==> config.mk <==
export PLATFORM = sky130hd
export DESIGN_NAME = selective_repeat_link_controller_flat
export DESIGN_NICKNAME = d
export VERILOG_FILES = /design/src/srlc_pkg.sv /design/src/srlc_req_if.sv /design/src/srlc_rsp_if.sv /design/src/selective_repeat_link_controller.sv /design/src/srlc_bitmap.sv /design/src/srlc_ctrl.sv /design/src/flat_wrapper.sv
export SDC_FILE = /design/constraint.sdc
export NUM_CORES = 1
export LEC_CHECK = 0
export BUFFER_PORTS_ARGS = -buffer_cell sky130_fd_sc_hd__buf_2
export CORE_MARGIN = 5
export CORE_UTILIZATION = 60
export DETAILED_ROUTE_END_ITERATION = 10
export HOLD_SLACK_MARGIN = 0.12
export PLACE_DENSITY = 0.78
export RECOVER_POWER = 25
export SYNTH_ARGS = -nofsm -noshare
export SYNTH_HDL_FRONTEND = slang
export SYNTH_SLANG_ARGS = --single-unit
==> constraint.sdc <==
create_clock -name clock -period 6.1 [get_ports clock]
set_input_delay 0.305 -clock clock [delete_from_list [all_inputs] [get_ports clock]]
set_output_delay 0.305 -clock clock [all_outputs]
set_load 0.02 [all_outputs]
==> src/srlc_pkg.sv <==
// Shared types, codes and constants of the selective-repeat link controller.
package srlc_pkg;

   localparam int BITMAP_BYTES  = 32;
   localparam int RESEND_LENGTH = 35;
   localparam int BYTE_IDX_W    = 5;
   localparam logic [15:0] TIMEOUT_RESET = 16'd1000;

   localparam logic [2:0] OP_MSG           = 3'd0;
   localparam logic [2:0] OP_TICK          = 3'd1;
   localparam logic [2:0] OP_START_STATUS  = 3'd2;
   localparam logic [2:0] OP_START_IMAGING = 3'd3;
   localparam logic [2:0] OP_START_SETOP   = 3'd4;
   localparam logic [2:0] OP_PING          = 3'd5;

   localparam logic [1:0] PROTO_STATUS  = 2'd0;
   localparam logic [1:0] PROTO_IMAGING = 2'd1;
   localparam logic [1:0] PROTO_SETOP   = 2'd2;
   localparam logic [1:0] PROTO_PING    = 2'd3;

   localparam logic [1:0] KIND_AVAIL  = 2'd0;
   localparam logic [1:0] KIND_PACKET = 2'd1;
   localparam logic [1:0] KIND_PDONE  = 2'd2;
   localparam logic [1:0] KIND_ECHO   = 2'd0;
   localparam logic [1:0] KIND_SDONE  = 2'd1;
   localparam logic [1:0] KIND_PONG   = 2'd0;

   localparam logic [3:0] SK_STATUS_REQ   = 4'd0;
   localparam logic [3:0] SK_IMAGING_REQ  = 4'd1;
   localparam logic [3:0] SK_SETOP        = 4'd2;
   localparam logic [3:0] SK_PING_REQ     = 4'd3;
   localparam logic [3:0] SK_STATUS_START = 4'd4;
   localparam logic [3:0] SK_STATUS_DONE  = 4'd5;
   localparam logic [3:0] SK_IMAGING_START = 4'd6;
   localparam logic [3:0] SK_IMAGING_DONE = 4'd7;
   localparam logic [3:0] SK_RESEND       = 4'd8;
   localparam logic [3:0] SK_SETOP_DONE   = 4'd9;

   localparam logic [6:0] LEN_SHORT = 7'd2;
   localparam logic [6:0] LEN_SETOP = 7'd3;

   localparam logic CSR_SWITCHES = 1'b0;
   localparam logic CSR_TIMEOUT  = 1'b1;

   typedef struct packed {
      logic [2:0] op;
      logic [1:0] msg_protocol;
      logic [1:0] msg_kind;
      logic [7:0] packet_count;
      logic [7:0] packet_index;
      logic [7:0] echo_byte;
   } req_type;

   typedef struct packed {
      logic                  send_valid;
      logic [1:0]            send_protocol;
      logic [3:0]            send_kind;
      logic [6:0]            send_length;
      logic [7:0]            payload_byte;
      logic [BYTE_IDX_W-1:0] byte_index;
      logic                  last;
      logic                  busy_res;
      logic                  timed_out;
      logic                  message_done;
      logic                  ping_seen;
   } rsp_type;

   typedef enum logic [1:0] {
      BM_NONE,
      BM_FILL,
      BM_CLEAR
   } bm_op_type;

   typedef struct packed {
      bm_op_type             op;
      logic [BYTE_IDX_W-1:0] addr;
      logic [7:0]            count;
      logic [2:0]            bit_sel;
   } bm_cmd_type;

   typedef enum logic [1:0] {
      ST_IDLE,
      ST_FILL,
      ST_SCAN,
      ST_EMIT
   } state_type;

endpackage

==> src/srlc_req_if.sv <==
// Request channel: valid/ready handshake with the input event payload.
interface srlc_req_if;
   logic             valid;
   logic             ready;
   srlc_pkg::req_type data;

   modport source (output valid, output data, input ready);
   modport sink (input valid, input data, output ready);
endinterface

==> src/srlc_rsp_if.sv <==
// Result channel: valid/ready handshake with one outgoing result.
interface srlc_rsp_if;
   logic             valid;
   logic             ready;
   srlc_pkg::rsp_type data;

   modport source (output valid, output data, input ready);
   modport sink (input valid, input data, output ready);
endinterface

==> src/selective_repeat_link_controller.sv <==
// Ticks, starts, echoes and packet messages load their result into the result register on acceptance.
// Packets-available: result loaded on acceptance, then a bitmap fill of all 32 entries before the next request.
// Packets-done: a scan of all 32 bitmap entries, then one done result or 32 resend results, one per cycle while free.
// Fill, scan and resend each walk the 32-entry bitmap store one byte at a time.
// Reset (synchronous): idle, not busy, counters and bitmap zero, switches 0, timeout 1000.
module selective_repeat_link_controller (
   input  logic        clock,
   input  logic        reset,
   srlc_req_if.sink    req_chan,
   srlc_rsp_if.source  rsp_chan,
   input  logic        csr_wr_en,
   input  logic        csr_index,
   input  logic [15:0] csr_wr_data
);
   import srlc_pkg::*;

   logic [4:0]  switches_ff;
   logic [15:0] timeout_ff;
   bm_cmd_type  bm_cmd;
   logic [7:0]  bm_rd_byte;

   always_ff @(posedge clock) begin
      if (reset) begin
         switches_ff <= '0;
         timeout_ff  <= TIMEOUT_RESET;
      end else if (csr_wr_en) begin
         case (csr_index)
            CSR_SWITCHES: switches_ff <= csr_wr_data[4:0];
            CSR_TIMEOUT: timeout_ff <= csr_wr_data;
            default: ;
         endcase
      end
   end

   srlc_ctrl u_ctrl (
      .clock         (clock),
      .reset         (reset),
      .req_valid     (req_chan.valid),
      .req_ready     (req_chan.ready),
      .req_data      (req_chan.data),
      .rsp_valid     (rsp_chan.valid),
      .rsp_ready     (rsp_chan.ready),
      .rsp_data      (rsp_chan.data),
      .switches      (switches_ff),
      .timeout_ticks (timeout_ff),
      .bm_cmd        (bm_cmd),
      .bm_rd_byte    (bm_rd_byte)
   );

   srlc_bitmap u_bitmap (
      .clock   (clock),
      .reset   (reset),
      .cmd     (bm_cmd),
      .rd_byte (bm_rd_byte)
   );

endmodule

==> src/srlc_bitmap.sv <==
// Missing-packet bitmap store with byte fill unit and bit clear.
module srlc_bitmap (
   input  logic                              clock,
   input  logic                              reset,
   input  srlc_pkg::bm_cmd_type              cmd,
   output logic [7:0]                        rd_byte
);
   import srlc_pkg::*;

   logic [7:0] bm_ff [BITMAP_BYTES];
   logic [7:0] fill_byte;
   logic [4:0] hi_byte;

   assign rd_byte = bm_ff[cmd.addr];
   assign hi_byte = cmd.count[7:3];

   // bits b*8+i below count are set
   always_comb begin
      if (cmd.addr < hi_byte) begin
         fill_byte = 8'hFF;
      end else if (cmd.addr == hi_byte) begin
         fill_byte = 8'((9'd1 << cmd.count[2:0]) - 9'd1);
      end else begin
         fill_byte = 8'h00;
      end
   end

   always_ff @(posedge clock) begin
      if (reset) begin
         for (int i = 0; i < BITMAP_BYTES; i++) begin
            bm_ff[i] <= 8'h00;
         end
      end else begin
         case (cmd.op)
            BM_FILL: bm_ff[cmd.addr] <= fill_byte;
            BM_CLEAR: bm_ff[cmd.addr] <= rd_byte & ~(8'd1 << cmd.bit_sel);
            default: ;
         endcase
      end
   end

endmodule

==> src/srlc_ctrl.sv <==
// Sequencer: event decode, exchange state, bitmap walk and result register.
module srlc_ctrl (
   input  logic                 clock,
   input  logic                 reset,
   input  logic                 req_valid,
   output logic                 req_ready,
   input  srlc_pkg::req_type    req_data,
   output logic                 rsp_valid,
   input  logic                 rsp_ready,
   output srlc_pkg::rsp_type    rsp_data,
   input  logic [4:0]           switches,
   input  logic [15:0]          timeout_ticks,
   output srlc_pkg::bm_cmd_type bm_cmd,
   input  logic [7:0]           bm_rd_byte
);
   import srlc_pkg::*;

   localparam logic [BYTE_IDX_W-1:0] IDX_LAST = BYTE_IDX_W'(BITMAP_BYTES - 1);

   state_type             state_ff, state_in;
   logic [BYTE_IDX_W-1:0] idx_ff, idx_in;
   logic                  nz_ff, nz_in;
   logic                  busy_ff, busy_in;
   logic [15:0]           cnt_ff, cnt_in;
   logic [1:0]            lastp_ff, lastp_in;
   logic [1:0]            proto_ff, proto_in;
   logic [7:0]            count_ff, count_in;
   logic                  out_valid_ff, out_valid_in;
   rsp_type               out_ff, out_in;
   logic                  out_free;
   logic                  accept;

   function automatic rsp_type pkt(logic [1:0] proto, logic [3:0] kind, logic [6:0] len,
                                   logic [7:0] payload, logic [BYTE_IDX_W-1:0] idx);
      rsp_type r;
      r               = '0;
      r.send_valid    = 1'b1;
      r.send_protocol = proto;
      r.send_kind     = kind;
      r.send_length   = len;
      r.payload_byte  = payload;
      r.byte_index    = idx;
      r.last          = 1'b1;
      return r;
   endfunction

   assign out_free  = !out_valid_ff || rsp_ready;
   assign req_ready = (state_ff == ST_IDLE) && out_free;
   assign accept    = req_valid && req_ready;
   assign rsp_valid = out_valid_ff;
   assign rsp_data  = out_ff;

   always_ff @(posedge clock) begin
      if (reset) begin
         state_ff     <= ST_IDLE;
         idx_ff       <= '0;
         nz_ff        <= 1'b0;
         busy_ff      <= 1'b0;
         cnt_ff       <= '0;
         lastp_ff     <= PROTO_STATUS;
         out_valid_ff <= 1'b0;
      end else begin
         state_ff     <= state_in;
         idx_ff       <= idx_in;
         nz_ff        <= nz_in;
         busy_ff      <= busy_in;
         cnt_ff       <= cnt_in;
         lastp_ff     <= lastp_in;
         out_valid_ff <= out_valid_in;
      end
   end

   always_ff @(posedge clock) begin
      proto_ff <= proto_in;
      count_ff <= count_in;
      out_ff   <= out_in;
   end

   always_comb begin
      rsp_type r;
      logic    load;
      logic    sent;
      r            = '0;
      load         = 1'b0;
      sent         = 1'b0;
      state_in     = state_ff;
      idx_in       = idx_ff;
      nz_in        = nz_ff;
      busy_in      = busy_ff;
      cnt_in       = cnt_ff;
      lastp_in     = lastp_ff;
      proto_in     = proto_ff;
      count_in     = count_ff;
      out_valid_in = out_valid_ff && !rsp_ready;
      out_in       = out_ff;
      bm_cmd.op      = BM_NONE;
      bm_cmd.addr    = idx_ff;
      bm_cmd.count   = count_ff;
      bm_cmd.bit_sel = req_data.packet_index[2:0];

      case (state_ff)
         ST_IDLE: begin
            if (accept) begin
               r.last = 1'b1;
               load   = 1'b1;
               case (req_data.op)
                  OP_MSG: begin
                     r.message_done = 1'b1;
                     cnt_in         = '0;
                     if (req_data.msg_protocol inside {PROTO_STATUS, PROTO_IMAGING}) begin
                        case (req_data.msg_kind)
                           KIND_AVAIL: begin
                              r        = pkt(lastp_ff, req_data.msg_protocol[0] ?
                                             SK_IMAGING_START : SK_STATUS_START,
                                             LEN_SHORT, 8'h00, '0);
                              r.message_done = 1'b1;
                              sent     = 1'b1;
                              count_in = req_data.packet_count;
                              idx_in   = '0;
                              state_in = ST_FILL;
                           end
                           KIND_PACKET: begin
                              bm_cmd.addr = req_data.packet_index[7:3];
                              if (6'(req_data.packet_index[7:3]) < 6'(BITMAP_BYTES)) begin
                                 bm_cmd.op = BM_CLEAR;
                              end
                           end
                           KIND_PDONE: begin
                              load     = 1'b0;
                              proto_in = req_data.msg_protocol;
                              idx_in   = '0;
                              nz_in    = 1'b0;
                              state_in = ST_SCAN;
                           end
                           default: busy_in = 1'b0;
                        endcase
                     end else if (req_data.msg_protocol == PROTO_SETOP) begin
                        if (req_data.msg_kind == KIND_ECHO) begin
                           if (req_data.echo_byte == {3'b000, switches}) begin
                              r    = pkt(PROTO_SETOP, SK_SETOP_DONE, LEN_SHORT, 8'h00, '0);
                              sent = 1'b1;
                           end else if (!busy_ff) begin
                              r       = pkt(PROTO_SETOP, SK_SETOP, LEN_SETOP,
                                            {3'b000, switches}, '0);
                              sent    = 1'b1;
                              busy_in = 1'b1;
                           end
                           r.message_done = 1'b1;
                        end else if (req_data.msg_kind == KIND_SDONE) begin
                           busy_in = 1'b0;
                        end
                     end else if (req_data.msg_kind == KIND_PONG) begin
                        r.ping_seen = 1'b1;
                     end
                  end
                  OP_TICK: begin
                     if (busy_ff) begin
                        if (cnt_ff >= timeout_ticks) begin
                           busy_in     = 1'b0;
                           cnt_in      = '0;
                           r.timed_out = 1'b1;
                        end else begin
                           cnt_in = cnt_ff + 16'd1;
                        end
                     end
                  end
                  OP_START_STATUS, OP_START_IMAGING, OP_START_SETOP, OP_PING: begin
                     if (!busy_ff) begin
                        sent = 1'b1;
                        case (req_data.op)
                           OP_START_STATUS: begin
                              r       = pkt(PROTO_STATUS, SK_STATUS_REQ, LEN_SHORT, 8'h00, '0);
                              busy_in = 1'b1;
                           end
                           OP_START_IMAGING: begin
                              r       = pkt(PROTO_IMAGING, SK_IMAGING_REQ, LEN_SHORT,
                                            8'h00, '0);
                              busy_in = 1'b1;
                           end
                           OP_START_SETOP: begin
                              r       = pkt(PROTO_SETOP, SK_SETOP, LEN_SETOP,
                                            {3'b000, switches}, '0);
                              busy_in = 1'b1;
                           end
                           default: r = pkt(PROTO_PING, SK_PING_REQ, LEN_SHORT, 8'h00, '0);
                        endcase
                     end
                  end
                  default: ;
               endcase
               if (sent) begin
                  lastp_in = r.send_protocol;
                  cnt_in   = '0;
               end
               r.busy_res = busy_in;
               if (load) begin
                  out_valid_in = 1'b1;
                  out_in       = r;
               end
            end
         end
         ST_FILL: begin
            bm_cmd.op = BM_FILL;
            idx_in    = idx_ff + 1'b1;
            if (idx_ff == IDX_LAST) begin
               state_in = ST_IDLE;
            end
         end
         ST_SCAN: begin
            nz_in = nz_ff || (bm_rd_byte != 8'h00);
            if (idx_ff != IDX_LAST) begin
               idx_in = idx_ff + 1'b1;
            end else if (out_free) begin
               idx_in = '0;
               if (nz_in) begin
                  state_in = ST_EMIT;
               end else begin
                  r = pkt(proto_ff, proto_ff[0] ? SK_IMAGING_DONE : SK_STATUS_DONE,
                          LEN_SHORT, 8'h00, '0);
                  r.busy_res     = busy_ff;
                  r.message_done = 1'b1;
                  lastp_in       = proto_ff;
                  cnt_in         = '0;
                  out_valid_in   = 1'b1;
                  out_in         = r;
                  state_in       = ST_IDLE;
               end
            end
         end
         ST_EMIT: begin
            if (out_free) begin
               r = pkt(PROTO_IMAGING, SK_RESEND, 7'(RESEND_LENGTH), bm_rd_byte, idx_ff);
               r.last         = (idx_ff == IDX_LAST);
               r.busy_res     = busy_ff;
               r.message_done = 1'b1;
               lastp_in       = PROTO_IMAGING;
               cnt_in         = '0;
               out_valid_in   = 1'b1;
               out_in         = r;
               idx_in         = idx_ff + 1'b1;
               if (idx_ff == IDX_LAST) begin
                  state_in = ST_IDLE;
               end
            end
         end
         default: state_in = ST_IDLE;
      endcase
   end

endmodule

==> src/flat_wrapper.sv <==
// flat-port wrapper written by rule: the top's interface ports become plain ports
module selective_repeat_link_controller_flat import srlc_pkg::*;
  (clock, reset, csr_wr_en, csr_index, csr_wr_data, req_chan_valid, req_chan_data, req_chan_ready, rsp_chan_valid, rsp_chan_data, rsp_chan_ready);
  srlc_req_if req_chan_i ();
  srlc_rsp_if rsp_chan_i ();
  input  logic clock;
  input  logic reset;
  input  logic csr_wr_en;
  input  logic csr_index;
  input  logic [15:0] csr_wr_data;
  input wire logic [$bits(req_chan_i.valid)-1:0] req_chan_valid;
  input wire logic [$bits(req_chan_i.data)-1:0] req_chan_data;
  output wire logic [$bits(req_chan_i.ready)-1:0] req_chan_ready;
  output wire logic [$bits(rsp_chan_i.valid)-1:0] rsp_chan_valid;
  output wire logic [$bits(rsp_chan_i.data)-1:0] rsp_chan_data;
  input wire logic [$bits(rsp_chan_i.ready)-1:0] rsp_chan_ready;
  assign req_chan_i.valid = req_chan_valid;
  assign req_chan_i.data = req_chan_data;
  assign req_chan_ready = req_chan_i.ready;
  assign rsp_chan_valid = rsp_chan_i.valid;
  assign rsp_chan_data = rsp_chan_i.data;
  assign rsp_chan_i.ready = rsp_chan_ready;
  selective_repeat_link_controller u_core (.clock(clock), .reset(reset), .req_chan(req_chan_i), .rsp_chan(rsp_chan_i), .csr_wr_en(csr_wr_en), .csr_index(csr_index), .csr_wr_data(csr_wr_data));
endmodule
Yosys cells after proc, flatten, opt, wreduce, memory -nomap -nowiden

Memory sizes are Yosys's and may differ from the RTL's.
Index checks and enable logic that the tools add are counted.

Bits in registers: 91
Bits in latches: 0
Memory bits (writable): 256
Memory bits (read-only): 0
Output and inout bits: 34
Word-level logic and storage cells: 213
Memories kept: 1

Add/subtract/negate cells: 3
Multipliers: 0
Divide/modulo/power cells: 0
Magnitude comparators: 2
Eq/ne operators: 33
Shifts and indexed selects: 2
Multiplexer cells: 115
Bitwise gates (word level): 4
Reductions and logical operators: 31

Memory list:

| name                  | words | width | rd ports | clocked after Yosys merged registers in | wr ports | RTL line          | source |
|---|---|---|---|---|---|---|---|
| u_core.u_bitmap.bm_ff | 32    | 8     | 1        | 0                                       | 32       | srlc_bitmap.sv:10 | `logic [7:0] bm_ff [BITMAP_BYTES];` |

Operator list:

| kind                                                                     | number |
|---|---|
| 32-bit 2-to-1 mux                                                        | 12 |
| 16-bit 2-to-1 mux                                                        | 8 |
| 32-bit case mux with 3 select lines                                      | 1 |
| 31-bit case mux with 3 select lines                                      | 1 |
| 29-bit case mux with 2 select lines                                      | 1 |
| 16-bit case mux with 3 select lines                                      | 1 |
| 1-bit 2-to-1 mux                                                         | 45 |
| 5-bit 2-to-1 mux                                                         | 9 |
| 2-bit 2-to-1 mux                                                         | 16 |
| 8-bit 2-to-1 mux                                                         | 4 |
| 16-bit case mux with 2 select lines                                      | 1 |
| 31-bit 2-to-1 mux                                                        | 1 |
| 7-bit 2-to-1 mux                                                         | 4 |
| 7-bit AND reduction                                                      | 3 |
| 5-bit case mux with 4 select lines                                       | 1 |
| 16-bit by 1-bit adder with 16-bit output (second input constant)         | 1 |
| 16-bit greater-or-equal comparator                                       | 1 |
| 1-bit by 3-bit left shift with 8-bit output (first input constant)       | 2 |
| 5-bit AND reduction                                                      | 3 |
| 2-bit inequality test (second input constant)                            | 6 |
| 2-bit case mux with 2 select lines                                       | 3 |
| 2-bit == test (second input constant)                                    | 5 |
| 2-bit by 1-bit inequality test with 1-bit output (second input constant) | 5 |
| 1-bit case mux with 3 select lines                                       | 3 |
| 37 further kinds                                                         | 53 |

Logic depth before layout (Yosys ltp)

Gate-level depths: netlist (run 1).

Word-level depth: 13
Gate-level depth with buffers: 20

By module

A second synthesis (run 1) with hierarchy kept.

Cell total of the unflattened synthesis: 1434
Area total of the unflattened synthesis: 17438.0 um^2

By module, submodules not included:

| module                           | times used | cells an instance | area an instance (um^2) |
|---|---|---|---|
| srlc_bitmap                      | 1          | 976               | 12888.6 |
| srlc_ctrl                        | 1          | 373               | 3676.0 |
| selective_repeat_link_controller | 1          | 85                | 873.3 |

Worst setup path before layout (run 1)

Ideal clock, no wire load.

Path type: register to register
Start point: register u_core.u_ctrl.out_valid_ff, in the netlist u_core.u_ctrl.rsp_valid
End point: register u_core.u_ctrl.out_ff, in the netlist u_core.u_ctrl.rsp_data[0] (enable)
Arrival: 5.053 ns
Slack: 0.603 ns
Stages on the path, launching flop included: 16
Path buffers: 4
Period minus slack after synthesis: 5.497 ns
Cells stage by stage: dfxtp_1 nand2b_1 clkbuf_1 and3_1 clkbuf_1 and3_1 buf_2 nor2_8 inv_2 buf_2 mux2_1 a2111oi_0 nand4_1 nor4_4 a31oi_1 nor3_1

Cells in the longest elaborated chain, start to end: 11
Elaborated cells on any way between the ends: 14

RTL lines:

| element                                  | RTL line         | source |
|---|---|---|
| start, declared                          | srlc_ctrl.sv:28  | `logic out_valid_ff, out_valid_in;` |
| start signal, assigned                   | srlc_ctrl.sv:69  | `out_valid_ff <= out_valid_in;` |
| 1-bit zero test (*)                      | srlc_ctrl.sv:47  | `assign out_free = !out_valid_ff \|\| rsp_ready;` |
| 1-bit logical OR (*)                     | srlc_ctrl.sv:47  |  |
| 1-bit logical AND                        | srlc_ctrl.sv:48  | `assign req_ready = (state_ff == ST_IDLE) && out_free;` |
| 1-bit logical AND                        | srlc_ctrl.sv:49  | `assign accept = req_valid && req_ready;` |
| 7-bit 2-to-1 mux                         | srlc_ctrl.sv:103 | `if (accept) begin` |
| 5-bit 2-to-1 mux                         | srlc_ctrl.sv:101 | `case (state_ff)` |
| memory read 32 x 8 bit                   | -                |  |
| 8-bit nonzero test                       | srlc_ctrl.sv:210 | `nz_in = nz_ff \|\| (bm_rd_byte != 8'h00);` |
| 1-bit logical OR                         | srlc_ctrl.sv:210 |  |
| 2-bit inequality test (no source line)   | -                |  |
| 7-bit AND reduction (no source line) (*) | -                |  |
| end signal, assigned                     | srlc_ctrl.sv:76  | `out_ff <= out_in;` |
| end, declared                            | srlc_ctrl.sv:29  | `rsp_type out_ff, out_in;` |

Mark *: on every way between the ends. The rest lies on a longest branch, timed or not.
A chain may end at the register's enable or synchronous reset.

==> flow_summary_export.csv, run 1 <==
group,metric,value,unit
status,status,"finished, violations left",
status,failed_checks,"capacitance limit, slew limit",
detailed_routing,top_layer_used,"met5",
yosys,synth_largest_area_cell,"edfxtp_1",
sta,worstMarginPinSlew,3.49,ns
sta,min_period,5.59,ns
placement,dp.cells,2222,
worst_setup_path,worst_r2r_startpoint,"u_core.u_ctrl.rsp_valid",
floorplanning,die-area,33700,sq um
yosys,synth_top_area_share,48.7,%
yosys,ys_ff_latch,342,
yosys,seq_area_frac_synth,54.2,%
worst_setup_path,crit_arrival,5.76,ns
yosys,synth-xor-area-share,0.534,%
floorplanning,fp.coreArea,29600,sq um
worst_setup_path,crit_chain,"dlygate4sd3_1, clkbuf_1, or3_1, buf_4, nor2_4, clkbuf_1, o21ai_0, nor3_1, buf_4, nand2_1, nand2b_1",
detailed_routing,route.met3.wl,7910,um
yosys,synth_top_family_by_area,"simple AND/OR/NAND/NOR gates",
detailed_routing,drt_iter0_markers,2520,
global_routing,grtUsageTotal,34.1,%
placement,dp_hpwl,39700,um
hold_path,hold_class,"input pin to register",
placement,portBuffers,82,
power,power,0.00645,W
sta,finalCritPeriodShare,91.6,%
floorplanning,die_h,183,um
power,leakage,7.73,nW
yosys,synth_simple_gate_area_share,20.0,%
worst_setup_path,rrSetupSlack,0.67,ns
floorplanning,rows,63,
worst_setup_path,r2r_cells,13,
clocking,cts_buffers,38,
worst_setup_path,cp_slowest_cell,"clkbuf_1",
cells_and_area,nNetsFinal,1976,
detailed_routing,wl_met2,26500,um
detailed_routing,dr_total_vias,15758,
global_routing,grt_pass1_wl,88300,um
worst_setup_path,rr_endpoint,"u_core.u_ctrl.rsp_data[3]",
global_routing,grt_pass1_vias,14761,
worst_setup_path,cp-endpoint,"u_core.u_bitmap.bm_ff[20][6]",
clocking,htree_levels,2,
flow_run,cap_violations,1,
power,p_clk_share,39.4,%
worst_setup_path,worstPathMaxFanout,28,
yosys,synthMuxAreaShare,2.54,%
clocking,clk_pin_slew,0.06,ns
yosys,syn_area_per_cell,9.80,sq um
yosys,synth-async-reset-ratio,0,%
detailed_routing,met1_length,21600,um
power,cell_internal_pwr,0.00462,W
cells_and_area,drive_gt1_share,10.9,%
sta,slew_violations,67,
clocking,clk_path_buf_depth,3,
power,power.density,315,nW/um^2
detailed_routing,drcViolationCount,0,
yosys,synth_compound_area_share,16.5,%
yosys,syn_inst,1842,
hold_path,hp-start,"req_chan_data[28]",
sta,fin_tns_setup,0,ns
power,p_seq_share,42.7,%
sta,skew,0.0126,ns
yosys,yosys.area_share.adder,1.73,%
clocking,cts_tree,"yes",
worst_setup_path,crit_family,"buffers and inverters",
sta,maxSlewHeadroom,-132,%
yosys,synth_top_flop_cell,"edfxtp_1",
worst_setup_path,worst-path-buf-inv,5,
detailed_routing,viasPerCell,6.80,
power,power_frac_comb,17.9,%
sta,setup_viol,0,
clocking,cts_resized,0,
clocking,cts_root_buffer,"clkbuf_16",
yosys,synth_area,18100,sq um
power,netSwitchingFraction,28.3,%
floorplanning,die-width,183,um
detailed_routing,dr.pass1.iters,6,
sta,max_freq,179,MHz
sta,finalHoldViolations,0,
worst_setup_path,end_kind,"register",
cells_and_area,syn2layout_area_growth,13.4,%
worst_setup_path,crit_path_start_kind,"input pin",
worst_setup_path,crit_path_max_incr_delay,1.10,ns
power,peakVddDrop,0.278,mV
global_routing,grt_antenna_before_repair,2,
floorplanning,io_pins,87,
clocking,cts.sinks,342,
placement,gp_congestion,1.01,
worst_setup_path,crit_start,"req_chan_data[27]",
yosys,ys_warn_count,0,
detailed_routing,wire_per_inst,25.4,um
cells_and_area,fin_cells,2319,
yosys,synth_edf_count,293,
floorplanning,initial_utilization,60.9,%
global_routing,gr-total-overflow,0,
yosys,synthTopCellsByArea,"edfxtp_1, nor2_1, dfxtp_1",
worst_setup_path,worstSetupPathType,"input pin to register",
detailed_routing,drt_wl_total,58800,um
worst_setup_path,path_depth,11,
global_routing,grt_max_degree,67,
power,p_sw,0.00183,W
sta,rsz0062_at_grt,"false",
worst_setup_path,crit_required,6.27,ns
clocking,clock_latency,0.53,ns
detailed_routing,drtAntennaViolNets,0,
yosys,ys_types,81,
## tightest hold or removal path, cell delays in order
cell	delay (ns)
buf_2	0.14
nand2_1	0.11
nor4b_1	0.07
## timing repair
action,in CTS,in global routing
hold endpoints to repair,31,0
setup buffers,0,0
hold buffers,26,0
## area by class of cell
class                           count  area [sq um]
Antenna cell                        1          2.50
Clock buffer                       51          1080
Clock inverter                     19           304
Fill cell                        2261          9170
Inverter                           42           158
Multi-Input combinational cell   1311          7580
Sequential cell                   342          9780
Tap cell                          390           488
Timing Repair Buffer              163          1070
## routing by layer
| layer | track usage, % | vias up |
|---|---|---|
| met4 | 14.3 | 2 |
| li1 | - | 6860 |
| met3 | 8.51 | 207 |
| met5 | 0 | - |
| met1 | 45.7 | 7503 |
| met2 | 53.5 | 1186 |
## through the flow
stage                     utilization [%]  setup slack [ns]  hold WS [ns]  instance area, sq um
final                                69.1             0.512         0.271                 20500
after global routing                 69.1             0.388         0.283                 20500
after CTS                            69.3             0.820         0.253                 20500
after detailed placement             63.7             0.510         0.447                 18900
after global placement               63.7             0.794         0.444                 18900
after floorplan                         -             0.603         0.404                 18100
## cell usage in the layout, fill, tap and decap left out, types with 25 or more instances in the layout
| cell type | n |
|---|---|
| a211oi_1 | 77 |
| a21oi_1 | 107 |
| buf_2 | 49 |
| buf_4 | 45 |
| clkbuf_1 | 47 |
| clkbuf_16 | 41 |
| dfxtp_1 | 47 |
| dlygate4sd3_1 | 26 |
| edfxtp_1 | 293 |
| ha_1 | 25 |
| inv_1 | 40 |
| mux2i_1 | 31 |
| nand2_1 | 162 |
| nand2b_1 | 47 |
| nand3_1 | 97 |
| nor2_1 | 317 |
| o21ai_0 | 103 |
## logic make-up after synthesis
logic type | after synthesis
other cells | 1
fa+ha+maj | 25
mux | 43
buf+inv | 192
flops | 342
xor+xnor | 11
simple gates | 777
compound gates | 451
## power groups by stage
stage	Clock (W)	Combinational, W	Sequential, W
final	0.00254	0.00116	0.00275
after global routing	0.00264	0.00123	0.00276
after detailed placement	0	0.00112	0.00280
after global placement	0	0.00110	0.00279
after CTS	0.00254	0.00114	0.00275
after floorplan	0	0.000703	0.00281
## how the worst min path moves through the flow
stage,slack [ns],to,depth (start not counted)
floorplan,0.40,u_core.u_ctrl.count_ff[0],0
global placement,0.44,u_core.timeout_ff[13],2
detailed placement,0.45,u_core.timeout_ff[2],2
CTS,0.25,u_core.u_ctrl.rsp_data[2],3
global route,0.28,u_core.u_ctrl.rsp_data[2],3
finish,0.27,u_core.u_ctrl.rsp_data[2],3
## sequential cells by signal, summed over array words and instances, names as in the netlist
signal	flops
u_core.switches_ff	5
u_core.timeout_ff	16
u_core.u_bitmap.bm_ff	256
u_core.u_ctrl.busy_ff	1
u_core.u_ctrl.cnt_ff	16
u_core.u_ctrl.count_ff	8
u_core.u_ctrl.idx_ff	5
u_core.u_ctrl.lastp_ff	2
u_core.u_ctrl.nz_ff	1
u_core.u_ctrl.proto_ff	2
u_core.u_ctrl.rsp_data	27
u_core.u_ctrl.rsp_valid	1
u_core.u_ctrl.state_ff	2
## cells in the mapped netlist (all sizes together) (4+ instances only)
cell and n:
o211ai 9, nand3 98, xnor2 5, a2111oi 16, nand2 162, a2bb2oi 4, or2 11, inv 42
a211o 5, nor3b 5, ha 25, a21o 21, o32ai 6, and2 9, a31oi 15, edfxtp 293
a21oi 108, o21ai 109, a221oi 4, a221o 6, dfxtp 49, buf 50, nor3 24, a311oi 4
mux2 10, o21a 6, nand3b 12, a31o 5, and3 18, mux2i 32, a211oi 77, nor2b 14
nand4 20, a22oi 5, nor4 17, xor2 6, nor2 320, a22o 14, clkbuf 100, a21boi 8
nand2b 47, or3 8
Power figures use the tool's default switching activity.
==> run 2, diff against run 1 <==
--- a/config.mk
+++ b/config.mk
@@ -6,11 +6,13 @@
 export NUM_CORES = 1
 export LEC_CHECK = 0
 export BUFFER_PORTS_ARGS = -buffer_cell sky130_fd_sc_hd__buf_2
+export CELL_PAD_IN_SITES_DETAIL_PLACEMENT = 0
+export CELL_PAD_IN_SITES_GLOBAL_PLACEMENT = 1
 export CORE_MARGIN = 5
-export CORE_UTILIZATION = 60
+export CORE_UTILIZATION = 49
 export DETAILED_ROUTE_END_ITERATION = 10
 export HOLD_SLACK_MARGIN = 0.12
-export PLACE_DENSITY = 0.78
+export PLACE_DENSITY_LB_ADDON = 0.1
 export RECOVER_POWER = 25
 export SYNTH_ARGS = -nofsm -noshare
 export SYNTH_HDL_FRONTEND = slang
==> run 2 against run 1 <==
  * Clock skew up 0.016 ns
  * The run still ends with capacitance limit, slew limit left
  * Critical path type unchanged
  * Critical endpoint is now u_core.u_bitmap.bm_ff[3][2]
  * Register-to-register slack worse by 0.06 ns
  * Core utilization decreased by 13 points
==> flow_summary_export.csv, run 2 (synthesis gave the netlist of run 1 again) <==
group,metric,value,unit
floorplanning,die_h,202,um
global_routing,grt_max_degree,63,
worst_setup_path,crit_arrival,6.01,ns
placement,dp_hpwl,40900,um
sta,worstMarginPinSlew,2.06,ns
global_routing,gr-total-overflow,0,
detailed_routing,drt_iter0_markers,1964,
placement,gp_congestion,0.972,
worst_setup_path,end_kind,"register",
worst_setup_path,crit_start,"req_chan_data[27]",
detailed_routing,dr.pass1.iters,6,
clocking,cts.sinks,342,
hold_path,hold_class,"input pin to register",
status,failed_checks,"capacitance limit, slew limit",
worst_setup_path,rr_endpoint,"u_core.u_bitmap.bm_ff[3][2]",
detailed_routing,drt_wl_total,61300,um
clocking,cts_resized,0,
sta,rsz0062_at_grt,"false",
sta,whs,0.258,ns
sta,maxSlewHeadroom,-37.5,%
floorplanning,io_pins,87,
status,status,"finished, violations left",
worst_setup_path,crit_path_start_kind,"input pin",
detailed_routing,wire_per_inst,25.6,um
floorplanning,rows,70,
global_routing,grtUsageTotal,29.3,%
power,power,0.00627,W
detailed_routing,drcViolationCount,0,
hold_path,hold_depth,4,
worst_setup_path,worst_r2r_startpoint,"u_core.u_ctrl.state_ff[1]",
detailed_routing,viasPerCell,6.39,
sta,finalHoldViolations,0,
clocking,clk_pin_slew,0.06,ns
floorplanning,die-width,202,um
sta,slew_violations,101,
clocking,cts_root_buffer,"clkbuf_16",
placement,portBuffers,82,
flow_run,cap_violations,3,
power,leakage,7.64,nW
sta,setup_viol,0,
cells_and_area,regArea,9780,sq um
floorplanning,initial_utilization,49.4,%
floorplanning,fp.coreArea,36500,sq um
clocking,clk_path_buf_depth,3,
worst_setup_path,cp-endpoint,"u_core.u_bitmap.bm_ff[3][2]",
cells_and_area,final_common_cell,"nor2_1",
cells_and_area,nNetsFinal,1975,
sta,max_freq,175,MHz
cells_and_area,syn2layout_area_growth,12.8,%
clocking,clock_latency,0.57,ns
worst_setup_path,worstSetupPathType,"input pin to register",
worst_setup_path,r2r_cells,16,
cells_and_area,drive_gt1_share,10.4,%
global_routing,grt_pass1_vias,14416,
sta,finalCritPeriodShare,93.5,%
power,power.density,308,nW/um^2
cells_and_area,diodes,0,
sta,min_period,5.71,ns
clocking,cts_buffers,39,
worst_setup_path,crit_required,6.41,ns
cells_and_area,final_cell_mix,"nor2_1, edfxtp_1, nand2_1",
cells_and_area,multi_input_area,7570,sq um
worst_setup_path,rrSetupSlack,0.61,ns
cells_and_area,regMostFlops,"u_core.u_bitmap.bm_ff",
global_routing,grt_pass1_wl,92100,um
clocking,post_cts_buffers,0,
power,peakVddDrop,0.229,mV
cells_and_area,fill_cells,3319,
clocking,cts_tree,"yes",
detailed_routing,drtAntennaViolNets,0,
sta,skew,0.0285,ns
sta,fin_tns_setup,0,ns
clocking,cts_hold_buf,26,
worst_setup_path,worstPathMaxFanout,28,
clocking,htree_levels,2,
global_routing,grt_antenna_before_repair,1,
floorplanning,die-area,40800,sq um
detailed_routing,dr_total_vias,15293,
cells_and_area,largest_reg_flops,256,
-- run 2: changes by cell type in the layout (fill, tap and decap cells not counted), moves of 3 or more --
cell,before,now
buf_12,4,0
bufinv_16,8,4
clkbuf_1,47,51
clkinv_1,3,6
-- run 2: worst min path at each step --
stage / start / to
floorplan: req_chan_data[16] / u_core.u_ctrl.count_ff[0]
global placement: u_core.timeout_ff[13] / u_core.timeout_ff[13]
detailed placement: u_core.timeout_ff[10] / u_core.timeout_ff[10]
CTS: csr_index / u_core.switches_ff[0]
global route: req_chan_data[28] / u_core.u_ctrl.rsp_data[2]
finish: csr_index / u_core.switches_ff[4]
-- run 2: layout make-up --
class	count	area share, %
clock buffer	53	5.36
clock inverter	17	0.903
sequential	342	48.0
timing repair buffer	161	4.90
multi-input combinational	1311	37.2
tap	468	2.87
inverter	42	0.774
-- run 2: power by group --
part / internal (W) / switching [W]
clock: 0.00142 / 0.000950
combinational: 0.000352 / 0.000790
sequential: 0.00268 / 0.0000788
total: 0.00445 / 0.00182
-- run 2: routing by layer --
metal  GRT usage, %  part of all wire (%)  vias to the layer above  wire (um)
met5              0                 0.021                        -         13
met4           9.84                   3.3                        2       2010
met3           5.44                   9.7                      125       5940
met2           44.9                    45                      831      27600
met1           42.4                    42                     7489      25800
li1               -                     -                     6846          -
-- run 2: metrics by stage --
step / worst slack [ns] / util (%) / instance area [sq um] / std cells
global route: 0.234 / 55.8 / 20400 / 2394
finish: 0.395 / 55.8 / 20400 / 2394
floorplan: 0.603 / - / 18100 / 1845
detailed placement: 0.552 / 51.8 / 18900 / 2298
global placement: 0.619 / 51.8 / 18900 / 2298
CTS: 0.830 / 56.0 / 20400 / 2394
-- run 2: critical path, cell delays in order --
cell and delay (ns):
dlygate4sd3_1 0.53, clkbuf_1 0.22, or3_1 0.44, buf_4 0.26, nor2_1 0.32, clkbuf_1 1.08, nand2_1 0.13, nand2_1 0.29
ha_1 0.22, o21a_1 0.12, o21a_1 0.10, o21ai_0 0.07, nand2b_1 0.21, o21ai_0 0.20, o21ai_2 0.89, buf_4 0.47
nor2_1 0.08
==> run 3, diff against run 2 <==
--- a/config.mk
+++ b/config.mk
@@ -12,6 +12,7 @@
 export CORE_UTILIZATION = 49
 export DETAILED_ROUTE_END_ITERATION = 10
 export HOLD_SLACK_MARGIN = 0.12
+export MAX_ROUTING_LAYER = met4
 export PLACE_DENSITY_LB_ADDON = 0.1
 export RECOVER_POWER = 25
 export SYNTH_ARGS = -nofsm -noshare
==> run 3 against run 2 <==
  * The run still ends with capacitance limit, slew limit left
  * Global-route usage increased by 1.2 points
  * Sequential share of layout area is essentially flat
  * Clock skew decreased by 0.0013 ns
  * Register-to-register slack improved by 0.09 ns
  * Power down 1.2%
  * Fmax rose by 5.7%
  * Combinational power about the same
  * Largest cell class unchanged
==> flow_summary_export.csv, run 3 (synthesis gave the netlist of run 1 again) <==
group,metric,value,unit
detailed_routing,drt_iter0_markers,1958,
worst_setup_path,crit_chain,"nand2b_1, and3_1, and3_2, nor2_8, inv_2, mux2_1, a2111oi_0, nand4_1, nor4_4, a31oi_1, nor3_2, buf_4",
cells_and_area,final_common_cell,"nor2_1",
worst_setup_path,r2r_cells,12,
sta,rsz0062_at_grt,"false",
power,leakage,7.63,nW
cells_and_area,nNetsFinal,1976,
hold_path,hold_depth,3,
floorplanning,die_h,202,um
clocking,clk_path_buf_depth,3,
worst_setup_path,crit_arrival,5.65,ns
cells_and_area,regMostFlops,"u_core.u_bitmap.bm_ff",
cells_and_area,fin_cells,2396,
sta,worstMarginPinSlew,2.08,ns
hold_path,whs_endpoint,"u_core.u_ctrl.rsp_data[2]",
worst_setup_path,crit_path_max_incr_delay,0.66,ns
floorplanning,die-width,202,um
sta,maxSlewHeadroom,-38.7,%
detailed_routing,dr.pass1.iters,6,
power,p_seq_share,44.5,%
power,power.density,304,nW/um^2
clocking,clk_pin_slew,0.06,ns
clocking,cts_resized,0,
global_routing,grtUsageTotal,30.5,%
power,peakVddDrop,0.214,mV
floorplanning,rows,70,
worst_setup_path,rrSetupSlack,0.70,ns
clocking,cts_tree,"yes",
global_routing,gr-total-overflow,0,
worst_setup_path,cp_slowest_cell,"a2111oi_0",
worst_setup_path,rr_endpoint,"u_core.u_ctrl.rsp_data[11]",
hold_path,hp-start,"req_chan_data[28]",
power,p_sw,0.00187,W
flow_run,cap_violations,2,
worst_setup_path,crit_family,"simple AND/OR/NAND/NOR gates",
status,failed_checks,"capacitance limit, slew limit",
detailed_routing,drcViolationCount,0,
worst_setup_path,worstSetupPathType,"register to register",
detailed_routing,viasPerCell,6.36,
cells_and_area,largest_reg_flops,256,
placement,dp_hpwl,42100,um
floorplanning,die-area,40800,sq um
status,status,"finished, violations left",
detailed_routing,drtAntennaViolNets,0,
global_routing,grt_pass1_vias,14367,
worst_setup_path,end_kind,"register",
worst_setup_path,path_depth,12,
floorplanning,initial_utilization,49.4,%
placement,dp.cells,2299,
clocking,cts.sinks,342,
clocking,htree_levels,2,
worst_setup_path,worst-path-buf-inv,2,
floorplanning,io_pins,87,
sta,fin_tns_setup,0,ns
sta,finalCritPeriodShare,88.5,%
worst_setup_path,crit_required,6.35,ns
cells_and_area,diodes,0,
sta,finalHoldViolations,0,
clocking,post_cts_buffers,0,
sta,slew_violations,70,
power,netSwitchingFraction,30.1,%
floorplanning,fp.coreArea,36500,sq um
power,cell_internal_pwr,0.00433,W
clocking,cts_hold_buf,26,
detailed_routing,dr_total_vias,15239,
worst_setup_path,crit_path_start_kind,"register",
sta,setup_viol,0,
detailed_routing,wire_per_inst,25.8,um
worst_setup_path,worstPathMaxFanout,25,
detailed_routing,drt_wl_total,61900,um
power,p_clk_share,36.8,%
worst_setup_path,crit_start,"u_core.u_ctrl.rsp_valid",
global_routing,grt_max_degree,63,
worst_setup_path,worst_r2r_startpoint,"u_core.u_ctrl.rsp_valid",
sta,skew,0.0272,ns
hold_path,hold_class,"input pin to register",
sta,min_period,5.40,ns
power,power_frac_comb,18.7,%
placement,portBuffers,82,
placement,gp_congestion,0.983,
clocking,cts_root_buffer,"clkbuf_16",
cells_and_area,drive_gt1_share,10.4,%
sta,max_freq,185,MHz
clocking,clock_latency,0.58,ns
cells_and_area,syn2layout_area_growth,12.7,%
cells_and_area,final_cell_mix,"nor2_1, edfxtp_1, nand2_1",
clocking,cts_buffers,39,
global_routing,grt_antenna_before_repair,1,
global_routing,grt_pass1_wl,92600,um
run 3: cell types whose count changed in the layout (fill, tap and decap cells not counted), sizes merged:
cell / delta
clkbuf: -8
clkinv: +7
buf: +4
bufinv: -2
inv: +1
run 3: final cells by class:
cell class,instances,area (sq um)
Clock buffer,48,1040
Clock inverter,23,176
Fill cell,3219,16200
Inverter,42,158
Multi-Input combinational cell,1311,7580
Sequential cell,342,9780
Tap cell,468,586
Timing Repair Buffer,162,1030
run 3: worst reg2reg max path, cell delays in order, from the launching register on:
cell and delay, ns:
dfxtp_1 0.34, nand2b_1 0.29, and3_1 0.58, and3_2 0.39, nor2_8 0.07, inv_2 0.54
mux2_1 0.41, a2111oi_0 0.66, nand4_1 0.45, nor4_4 0.57, a31oi_1 0.23, nor3_2 0.27
buf_4 0.27
run 3: worst max-delay path by stage:
stage	end
after detailed placement	u_core.u_ctrl.rsp_data[9]
after global placement	u_core.u_ctrl.rsp_data[17]
final	u_core.u_ctrl.rsp_data[11]
after CTS	u_core.u_ctrl.rsp_data[16]
after floorplan	u_core.u_ctrl.rsp_data[0]
after global routing	u_core.u_ctrl.rsp_data[7]
run 3: metrics by stage:
step / utilization (%) / cell area (sq um) / setup slack (ns) / total power [W] / hold WS, ns
2_1_floorplan: - / 18100 / 0.603 / 0.00352 / 0.404
3_3_place_gp: 51.8 / 18900 / 0.515 / 0.00394 / 0.443
3_5_place_dp: 51.8 / 18900 / 0.393 / 0.00394 / 0.451
4_1_cts: 55.9 / 20400 / 0.900 / 0.00621 / 0.196
5_1_grt: 55.7 / 20300 / 0.460 / 0.00640 / 0.210
6_report: 55.7 / 20300 / 0.702 / 0.00619 / 0.220
run 3: power groups by stage:
| stage | clock [W] | combinational [W] | sequential (W) |
|---|---|---|---|
| 3_5_place_dp | 0 | 0.00113 | 0.00280 |
| 5_1_grt | 0.00241 | 0.00122 | 0.00277 |
| 2_1_floorplan | 0 | 0.000703 | 0.00281 |
| 6_report | 0.00228 | 0.00116 | 0.00276 |
| 3_3_place_gp | 0 | 0.00113 | 0.00280 |
| 4_1_cts | 0.00230 | 0.00115 | 0.00276 |
run 3: routing by layer:
metal / wire length (um) / share of wire, % / GRT usage (%) / vias up
met1: 26800 / 43 / 43.5 / 7449
met2: 27400 / 44 / 45.1 / 827
met3: 6060 / 9.8 / 6.13 / 109
li1: - / - / - / 6854
met5: 0 / 0 / - / -
met4: 1650 / 2.7 / 7.96 / 0
